## config.mk

```make
export PLATFORM = sky130hd
export DESIGN_NAME = civil_date_to_dos_clock_packet
export DESIGN_NICKNAME = d
export VERILOG_FILES = /design/src/hdl/dcp_pkg.sv /design/src/hdl/civil_date_to_dos_clock_packet.sv /design/src/hdl/dcp_date_pipe.sv /design/src/hdl/dcp_packet_store.sv
export SDC_FILE = /design/constraint.sdc
export NUM_CORES = 1
export LEC_CHECK = 0
export BUFFER_PORTS_ARGS = -buffer_cell sky130_fd_sc_hd__buf_2
export CAP_MARGIN = 20
export CORE_MARGIN = 10
export CORE_UTILIZATION = 70
export DETAILED_ROUTE_END_ITERATION = 10
export PLACE_DENSITY = 0.88
export SLEW_MARGIN = 20
export SYNTH_ARGS = -nofsm -noshare
export SYNTH_HDL_FRONTEND = slang
export SYNTH_SLANG_ARGS = --single-unit
export TNS_END_PERCENT = 30
```

## constraint.sdc

```tcl
create_clock -name clk -period 12.49 [get_ports clk]
set_input_delay 2.498 -clock clk [delete_from_list [all_inputs] [get_ports clk]]
set_output_delay 2.498 -clock clk [all_outputs]
set_load 0.03 [all_outputs]
```

## src/hdl/dcp_pkg.sv

```systemverilog
// ----------------------------------------------------------------------------
// dcp_pkg
// Types, constants and the month table shared by the DOS clock packet block.
// ----------------------------------------------------------------------------
package dcp_pkg;

  // Access codes carried on the func field
  localparam logic FUNC_WRITE = 1'b0;
  localparam logic FUNC_READ  = 1'b1;

  localparam int PKT_LEN = 6;

  // floor(y / 400) for y < 4096 as (y * 2622) >> 20
  localparam logic [11:0] ERA_RECIP = 12'd2622;
  localparam int          ERA_SHIFT = 20;
  localparam logic [8:0]  ERA_YEARS = 9'd400;
  localparam logic [8:0]  LAST_YOE  = 9'd399;

  // floor(us / 10000) for us < 2^20 as (us * 1717987) >> 34
  localparam logic [20:0] HUND_RECIP = 21'd1717987;
  localparam int          HUND_SHIFT = 34;

  // floor(yoe / 100) for yoe < 400 as (yoe * 41) >> 12
  localparam logic [5:0] CENT_RECIP = 6'd41;
  localparam int         CENT_SHIFT = 12;

  localparam logic [8:0] YEAR_DAYS = 9'd365;

  // Day count is kept modulo 2^16: 146097 mod 65536, and the epoch offset
  // (719468 plus the days from 1970 to 1980) mod 65536.
  localparam logic [15:0] ERA_DAYS  = 16'd15025;
  localparam logic [15:0] EPOCH_ADJ = 16'd2224;

  typedef struct packed {
    logic        func;
    logic [11:0] year;
    logic [3:0]  month;
    logic [4:0]  day;
    logic [4:0]  hour;
    logic [5:0]  minute;
    logic [5:0]  second;
    logic [19:0] microsecond;
  } item_t;

  typedef struct packed {
    logic [4:0] hour;
    logic [5:0] minute;
    logic [5:0] second;
    logic [6:0] hund;
  } clk_fields_t;

  typedef struct packed {
    logic        func;
    logic        neg;      // shifted year is -1 (year 0, Jan/Feb)
    logic [11:0] ylow;
    logic [3:0]  era;
    logic [15:0] doy;
    clk_fields_t tf;
  } s1_t;

  typedef struct packed {
    logic        func;
    logic [8:0]  yoe;
    logic [15:0] base;
    clk_fields_t tf;
  } s2_t;

  typedef struct packed {
    logic        func;
    logic [15:0] days;
    clk_fields_t tf;
  } done_t;

  // (153 * mp + 2) / 5 with mp the March-based month index
  function automatic logic [8:0] doy_base(input logic [3:0] month);
    logic [8:0] res;
    case (month)
      4'd0:    res = 9'd275;
      4'd1:    res = 9'd306;
      4'd2:    res = 9'd337;
      4'd3:    res = 9'd0;
      4'd4:    res = 9'd31;
      4'd5:    res = 9'd61;
      4'd6:    res = 9'd92;
      4'd7:    res = 9'd122;
      4'd8:    res = 9'd153;
      4'd9:    res = 9'd184;
      4'd10:   res = 9'd214;
      4'd11:   res = 9'd245;
      4'd12:   res = 9'd275;
      4'd13:   res = 9'd306;
      4'd14:   res = 9'd337;
      default: res = 9'd367;
    endcase
    return res;
  endfunction

endpackage

```

## src/hdl/civil_date_to_dos_clock_packet.sv

```systemverilog
// ----------------------------------------------------------------------------
// civil_date_to_dos_clock_packet
// Clock register of an emulated I/O card: a write captures date and time
// into a six-byte DOS packet, each read returns the next packet byte.
// ----------------------------------------------------------------------------
//
//  Channel  Direction  Handshake             Payload
//  in_      input      in_valid / in_stall   func, year, month, day, hour,
//                                            minute, second, microsecond
//  out_     output     out_valid / out_stall read_data
//
//  One transfer per cycle is sustained in both directions while out_stall is low.
//  Registers in order: the input register, two date arithmetic stages,
//  then the packet update and result register.
//  Each stage moves whenever it is empty or its successor moves, so bubbles
//  close up and input keeps being taken while a result waits under out_stall,
//  until all four registers hold a transfer; then in_stall rises.
//  rst_n (synchronous) empties the pipe, clears the packet and the pointer.
//
module civil_date_to_dos_clock_packet (
  input  logic        clk,
  input  logic        rst_n,
  input  logic        in_valid,
  output logic        in_stall,
  input  logic        in_func,
  input  logic [11:0] in_year,
  input  logic [3:0]  in_month,
  input  logic [4:0]  in_day,
  input  logic [4:0]  in_hour,
  input  logic [5:0]  in_minute,
  input  logic [5:0]  in_second,
  input  logic [19:0] in_microsecond,
  output logic        out_valid,
  input  logic        out_stall,
  output logic [7:0]  out_read_data
);
  import dcp_pkg::*;

  item_t in_item;
  done_t done_item;
  logic  in_ready;
  logic  done_valid;
  logic  done_ready;

  always_comb begin
    in_item.func        = in_func;
    in_item.year        = in_year;
    in_item.month       = in_month;
    in_item.day         = in_day;
    in_item.hour        = in_hour;
    in_item.minute      = in_minute;
    in_item.second      = in_second;
    in_item.microsecond = in_microsecond;
  end

  assign in_stall = !in_ready;

  // Day count arithmetic; the packet state is touched only past this point,
  // so reads always see the packet of the latest earlier write.
  dcp_date_pipe u_date_pipe (
    .clk       (clk),
    .rst_n     (rst_n),
    .in_valid  (in_valid),
    .in_item   (in_item),
    .in_ready  (in_ready),
    .out_valid (done_valid),
    .out_item  (done_item),
    .out_ready (done_ready)
  );

  // Packet bytes, read pointer and the result register
  dcp_packet_store u_packet_store (
    .clk           (clk),
    .rst_n         (rst_n),
    .item_valid    (done_valid),
    .item          (done_item),
    .item_ready    (done_ready),
    .out_valid     (out_valid),
    .out_read_data (out_read_data),
    .out_stall     (out_stall)
  );

endmodule

```

## src/hdl/dcp_date_pipe.sv

```systemverilog
// ----------------------------------------------------------------------------
// dcp_date_pipe
// Input register and two arithmetic stages turning a civil date into a
// 16-bit day count since 1980-01-01.
// ----------------------------------------------------------------------------
module dcp_date_pipe (
  input  logic           clk,
  input  logic           rst_n,
  input  logic           in_valid,
  input  dcp_pkg::item_t in_item,
  output logic           in_ready,
  output logic           out_valid,
  output dcp_pkg::done_t out_item,
  input  logic           out_ready
);
  import dcp_pkg::*;

  logic  v0_r, v1_r, v2_r;
  logic  v0_nxt, v1_nxt, v2_nxt;
  logic  mv0, mv1, mv2;
  item_t s0_r;
  s1_t   s1_r, s1_nxt;
  s2_t   s2_r, s2_nxt;

  // stage moves when empty or when the next one moves
  assign mv2      = !v2_r || out_ready;
  assign mv1      = !v1_r || mv2;
  assign mv0      = !v0_r || mv1;
  assign in_ready = mv0;

  always_comb begin
    v0_nxt = mv0 ? in_valid : v0_r;
    v1_nxt = mv1 ? v0_r     : v1_r;
    v2_nxt = mv2 ? v1_r     : v2_r;
  end

  // Stage 1: shifted year, era, day of year, hundredths
  logic        dec;
  logic [23:0] era_prod;
  logic [40:0] hund_prod;
  logic [15:0] doy_sum;

  always_comb begin
    dec       = (s0_r.month <= 4'd2);
    era_prod  = 24'(s0_r.year - 12'(dec)) * 24'(ERA_RECIP);
    hund_prod = 41'(s0_r.microsecond) * 41'(HUND_RECIP);
    doy_sum   = 16'(doy_base(s0_r.month)) + 16'(s0_r.day) - 16'd1;

    s1_nxt.func      = s0_r.func;
    s1_nxt.neg       = dec && (s0_r.year == 12'd0);
    s1_nxt.ylow      = s0_r.year - 12'(dec);
    s1_nxt.era       = era_prod[ERA_SHIFT +: 4];
    s1_nxt.doy       = doy_sum;
    s1_nxt.tf.hour   = s0_r.hour;
    s1_nxt.tf.minute = s0_r.minute;
    s1_nxt.tf.second = s0_r.second;
    s1_nxt.tf.hund   = hund_prod[HUND_SHIFT +: 7];
  end

  // Stage 2: year of era and era contribution to the day count
  logic [15:0] era16;
  logic [11:0] era_years;

  always_comb begin
    era_years = 12'(s1_r.era) * 12'(ERA_YEARS);
    if (s1_r.neg) begin
      era16      = 16'hFFFF;
      s2_nxt.yoe = LAST_YOE;
    end else begin
      era16      = 16'(s1_r.era);
      s2_nxt.yoe = 9'(s1_r.ylow - era_years);
    end
    s2_nxt.func = s1_r.func;
    s2_nxt.base = era16 * ERA_DAYS + s1_r.doy - EPOCH_ADJ;
    s2_nxt.tf   = s1_r.tf;
  end

  // Final sum, registered downstream
  logic [13:0] cent_prod;

  always_comb begin
    cent_prod      = 14'(s2_r.yoe) * 14'(CENT_RECIP);
    out_item.func  = s2_r.func;
    out_item.days  = s2_r.base + 16'(s2_r.yoe) * 16'(YEAR_DAYS)
                   + 16'(s2_r.yoe[8:2]) - 16'(cent_prod[13:CENT_SHIFT]);
    out_item.tf    = s2_r.tf;
  end
  assign out_valid = v2_r;

  always_ff @(posedge clk) begin
    if (!rst_n) begin
      v0_r <= 1'b0;
      v1_r <= 1'b0;
      v2_r <= 1'b0;
    end else begin
      v0_r <= v0_nxt;
      v1_r <= v1_nxt;
      v2_r <= v2_nxt;
    end
  end

  always_ff @(posedge clk) begin
    if (mv0 && in_valid) begin
      s0_r <= in_item;
    end
    if (mv1 && v0_r) begin
      s1_r <= s1_nxt;
    end
    if (mv2 && v1_r) begin
      s2_r <= s2_nxt;
    end
  end

  a_free_in: assert property (@(posedge clk) disable iff (!rst_n)
    !v0_r |-> in_ready) else $error("input blocked with empty first stage");

  a_hold_s2: assert property (@(posedge clk) disable iff (!rst_n)
    (v2_r && !out_ready) |=> (v2_r && $stable(s2_r)))
    else $error("stage 2 lost an item under backpressure");

endmodule

```

## src/hdl/dcp_packet_store.sv

```systemverilog
// ----------------------------------------------------------------------------
// dcp_packet_store
// Six-byte packet, read pointer and result register.
// ----------------------------------------------------------------------------
module dcp_packet_store (
  input  logic           clk,
  input  logic           rst_n,
  input  logic           item_valid,
  input  dcp_pkg::done_t item,
  output logic           item_ready,
  output logic           out_valid,
  output logic [7:0]     out_read_data,
  input  logic           out_stall
);
  import dcp_pkg::*;

  localparam logic [2:0] PTR_LAST = 3'(PKT_LEN - 1);

  logic [7:0] pkt_r [PKT_LEN];
  logic [7:0] pkt_nxt [PKT_LEN];
  logic [2:0] ptr_r, ptr_nxt, ptr_cur;
  logic       valid_r, valid_nxt;
  logic [7:0] data_r, data_nxt;
  logic       take;

  assign item_ready = !valid_r || !out_stall;
  assign take       = item_valid && item_ready;

  always_comb begin
    pkt_nxt   = pkt_r;
    ptr_nxt   = ptr_r;
    data_nxt  = data_r;
    valid_nxt = valid_r && out_stall;
    ptr_cur   = (ptr_r > PTR_LAST) ? 3'd0 : ptr_r;
    if (take) begin
      valid_nxt = 1'b1;
      if (item.func == FUNC_WRITE) begin
        pkt_nxt[0] = item.days[7:0];
        pkt_nxt[1] = item.days[15:8];
        pkt_nxt[2] = 8'(item.tf.minute);
        pkt_nxt[3] = 8'(item.tf.hour);
        pkt_nxt[4] = 8'(item.tf.hund);
        pkt_nxt[5] = 8'(item.tf.second);
        ptr_nxt    = 3'd0;
        data_nxt   = 8'd0;
      end else begin
        data_nxt = pkt_r[ptr_cur];
        ptr_nxt  = (ptr_cur == PTR_LAST) ? 3'd0 : ptr_cur + 3'd1;
      end
    end
  end

  always_ff @(posedge clk) begin
    if (!rst_n) begin
      for (int i = 0; i < PKT_LEN; i++) begin
        pkt_r[i] <= 8'd0;
      end
      ptr_r   <= 3'd0;
      valid_r <= 1'b0;
    end else begin
      pkt_r   <= pkt_nxt;
      ptr_r   <= ptr_nxt;
      valid_r <= valid_nxt;
    end
  end

  always_ff @(posedge clk) begin
    data_r <= data_nxt;
  end

  assign out_valid     = valid_r;
  assign out_read_data = data_r;

  a_ptr_range: assert property (@(posedge clk) disable iff (!rst_n)
    ptr_r <= PTR_LAST) else $error("read pointer beyond packet");

  a_wr_rewind: assert property (@(posedge clk) disable iff (!rst_n)
    (take && item.func == FUNC_WRITE) |=> (ptr_r == 3'd0 && data_r == 8'd0))
    else $error("write did not rewind pointer or return zero");

  a_rd_step: assert property (@(posedge clk) disable iff (!rst_n)
    (take && item.func == FUNC_READ && ptr_r != PTR_LAST)
      |=> (ptr_r == $past(ptr_r) + 3'd1))
    else $error("read did not advance pointer");

endmodule
```

==> results by group <==
Global route
  – Top Usage Layer GRT: met2
  – Vias in the first global route: 16400
  – Grt met3 use: 3.76%
  – Overflow left after global routing: 0
  – Initial antenna violation count: 0
  – Pin count of the biggest net entering global routing: 60
  – GR Util met2: 42.9%
  – All-Layer GR Usage: 24.8%
  – First-pass GRT wire length: 82.3 mm
  – Met1 Use GR: between 30 and 40%

Synthesis
  – Sequential area share after synthesis: 26.7%
  – Dominant synthesized flop cell: edfxtp_1
  – Xor/xnor share of the synthesized area: 3.79%
  – Yosys reg bits: ~230
  – Post-Syn Area: 23600 sq um
  – Post-synth cell types: 66
  – FFs w/ async S/R, synth: 0%
  – Post-synthesis mux area share: roughly 1.4%
  – EDFF count, synth: 172
  – Syn avg cell area: 11.1 sq um
  – Post-Syn Instances: 2120
  – Synthesized-area fraction occupied by adder cells: 47.3%
  – YS warnings: 0
  – Synth Area in Compound Gates: 6.41%
  – Post-synthesis simple-gate area fraction: 5.87%
  – Main combinational cell family by area after synthesis: adder cells

Detailed routing
  – Final wirelength: between 50 and 60 mm
  – DR WL/cell: 18.8 microns
  – Antenna-violating nets left: 0
  – Vias: roughly 15000
  – DR iter-0 viols: about 1000
  – DRT Pass-1 Iters: 5
  – Via density: 5.65
  – DRC: 0

Layout
  – Storage cell area: 6290 sq um
  – Commonest non-fill, non-tap cells in the layout: inv_1 (503), ha_1 (420), fa_1 (294), edfxtp_1 (172), nand2_1 (115)
  – Fill count: 2059
  – Area of the multi-input gates: 15300 sq um
  – Net count, final: roughly 3000
  – Most common cell after layout, fill and taps aside: inv_1
  – Diodes inserted: 0
  – Synthesis-to-finish area growth: 7.82%
  – Share of cells above drive strength 1: 6.71%

Worst setup path
  – WP data required: about 13000 ps
  – CP max FO: 6
  – Worst setup EP type: flip-flop
  – Critical path data arrival time: 7220 ps
  – CP Launch Type: flip-flop
  – Crit path top cell by count: fa_1
  – Setup CP Type: flip-flop to flip-flop
  – Buffers and inverters on the worst path: 4
  – Slowest CP cell: fa_1
  – CP top delay family: adder cells
  – Critical path's largest stage delay: 590 ps
  – Cell Chain, Critical Path: fa_1 > inv_1 > fa_1 > fa_1 > inv_1 > fa_1 > inv_1 > fa_1 > inv_1 > fa_1 > ha_1 > ha_1 > a21o_1 > a21oi_1 > o2111ai_1 > a211o_1 > a31oi_1 > a21oi_1 > nor4b_1 > a311oi_1

STA
  – Final Hold Vio Count: 0
  – Minimum clock period: ~6900 ps
  – Max-slew violations: 0
  – Fin Clk Skew: 10.3 ps
  – Fin crit share: 55.5%
  – Worst slew pin tran: 1070 ps
  – Fin Setup TNS: 0 ps
  – Final hold slack: 416 ps
  – Slew HR: 28.6%
  – Fmax: 0.144 GHz
  – Final setup viols: 0
  – RSZ-0062 raised after global routing: no

Clocking
  – CTS tree: yes
  – Clk slew on worst S/H paths: around 70 ps
  – Post-cts resize count: 0
  – Cts bufs inserted: 26
  – Postcts setup bufs: 0
  – CTS H-tree depth: 1
  – CTS Hold Buffers Added: 0
  – Sink Count: 228
  – CTS Buffer Depth: 3
  – Clock latency on the worst-skew pair: 560 ps
  – Clk root buf: clkbuf_16

Floorplanning
  – Die ar.: 41400 sq um
  – Placeable Area: 33400 sq um
  – Die Y: 204 microns
  – Core Rows: 67
  – IO Count: 73
  – Initial core utilization: around 71%
  – Die W: 204 microns

Placed design
  – Routability cong.: between 0.9 and 1
  – Detailed Place HPWL: slightly below 40 mm
  – Input/output buffers: 72

Run
  – Max_cap viols: 0

Outcome
  – Status: complete, no violations

Hold path
  – Tightest Hold Check Type: flip-flop to flip-flop
routing by layer:
metal  vias up  part of all wire (%)
met3       122                   5.0
met2       487                    50
met5         -                     0
met4         0                   3.9
li1       7016                     -
met1      7434                    41
worst paths after layout:
check	from	endpoint	slack, ps	depth (start not counted)
hold reg to reg	u_date_pipe.s1_r[15]$_DFFE_PP_	u_date_pipe.out_item[15]$_DFFE_PP_	420	0
hold / removal	u_date_pipe.s1_r[15]$_DFFE_PP_	u_date_pipe.out_item[15]$_DFFE_PP_	420	0
setup reg to reg	u_date_pipe.s0_r[17]$_DFFE_PP_	u_date_pipe.s1_r[0]$_DFFE_PP_	5560	20
setup / recovery	u_date_pipe.s0_r[17]$_DFFE_PP_	u_date_pipe.s1_r[0]$_DFFE_PP_	5560	20
flip-flops by register name (all words and copies together) (netlist names), 3 cells and up, named ones only:
name and count:
u_date_pipe.s0_r 59, u_date_pipe.s1_r 55, u_packet_store.pkt_r 40, u_date_pipe.out_item 25, u_date_pipe.s2_r 25, u_packet_store.out_read_data 8
u_packet_store.ptr_r 3
cell type report:
class                   count  area share [%]
multi-input cells        1359            60.2
flip-flops and latches    228            24.7
inverters                 505            7.46
clock buffers              34            2.96
well taps                 448            2.21
repair buffers             79            1.62
clock inverters            14           0.778
stage by stage:
step,worst slack (ps),cell area [sq um],instances,util (%)
final,5560,25400,2667,76.2
after CTS,5660,25400,2667,76.1
after floorplan,5210,23600,2123,-
after global placement,5830,24500,2619,73.3
after detailed placement,5690,24500,2619,73.3
after global routing,5190,25400,2667,76.2
cells in the mapped netlist, drive strengths merged (32+ instances only):
library cell | count | area, sq um
dfxtp | 56 | 1120
fa | 294 | 5890
xnor2 | 70 | 613
a21boi | 33 | 248
nand2 | 115 | 432
nor2 | 34 | 128
edfxtp | 172 | 5160
xor2 | 32 | 280
a21oi | 69 | 345
ha | 420 | 5260
o21ai | 36 | 180
inv | 504 | 1890
cells by family (layout without fill, tap and decap cells):
group | after synthesis | in the layout
buffers and inverters | 536 | 632
AND/OR/NAND/NOR | 278 | 278
AO/OA/AOI/OAI | 232 | 232
adder cells (fa/ha/maj) | 714 | 714
flip-flops | 228 | 228
other | 2 | 5
XOR/XNOR | 102 | 102
multiplexers | 28 | 28
Power is left out: the tool's default activity adds up to more than one toggle a clock period on the data nets, which glitch-free logic cannot reach.
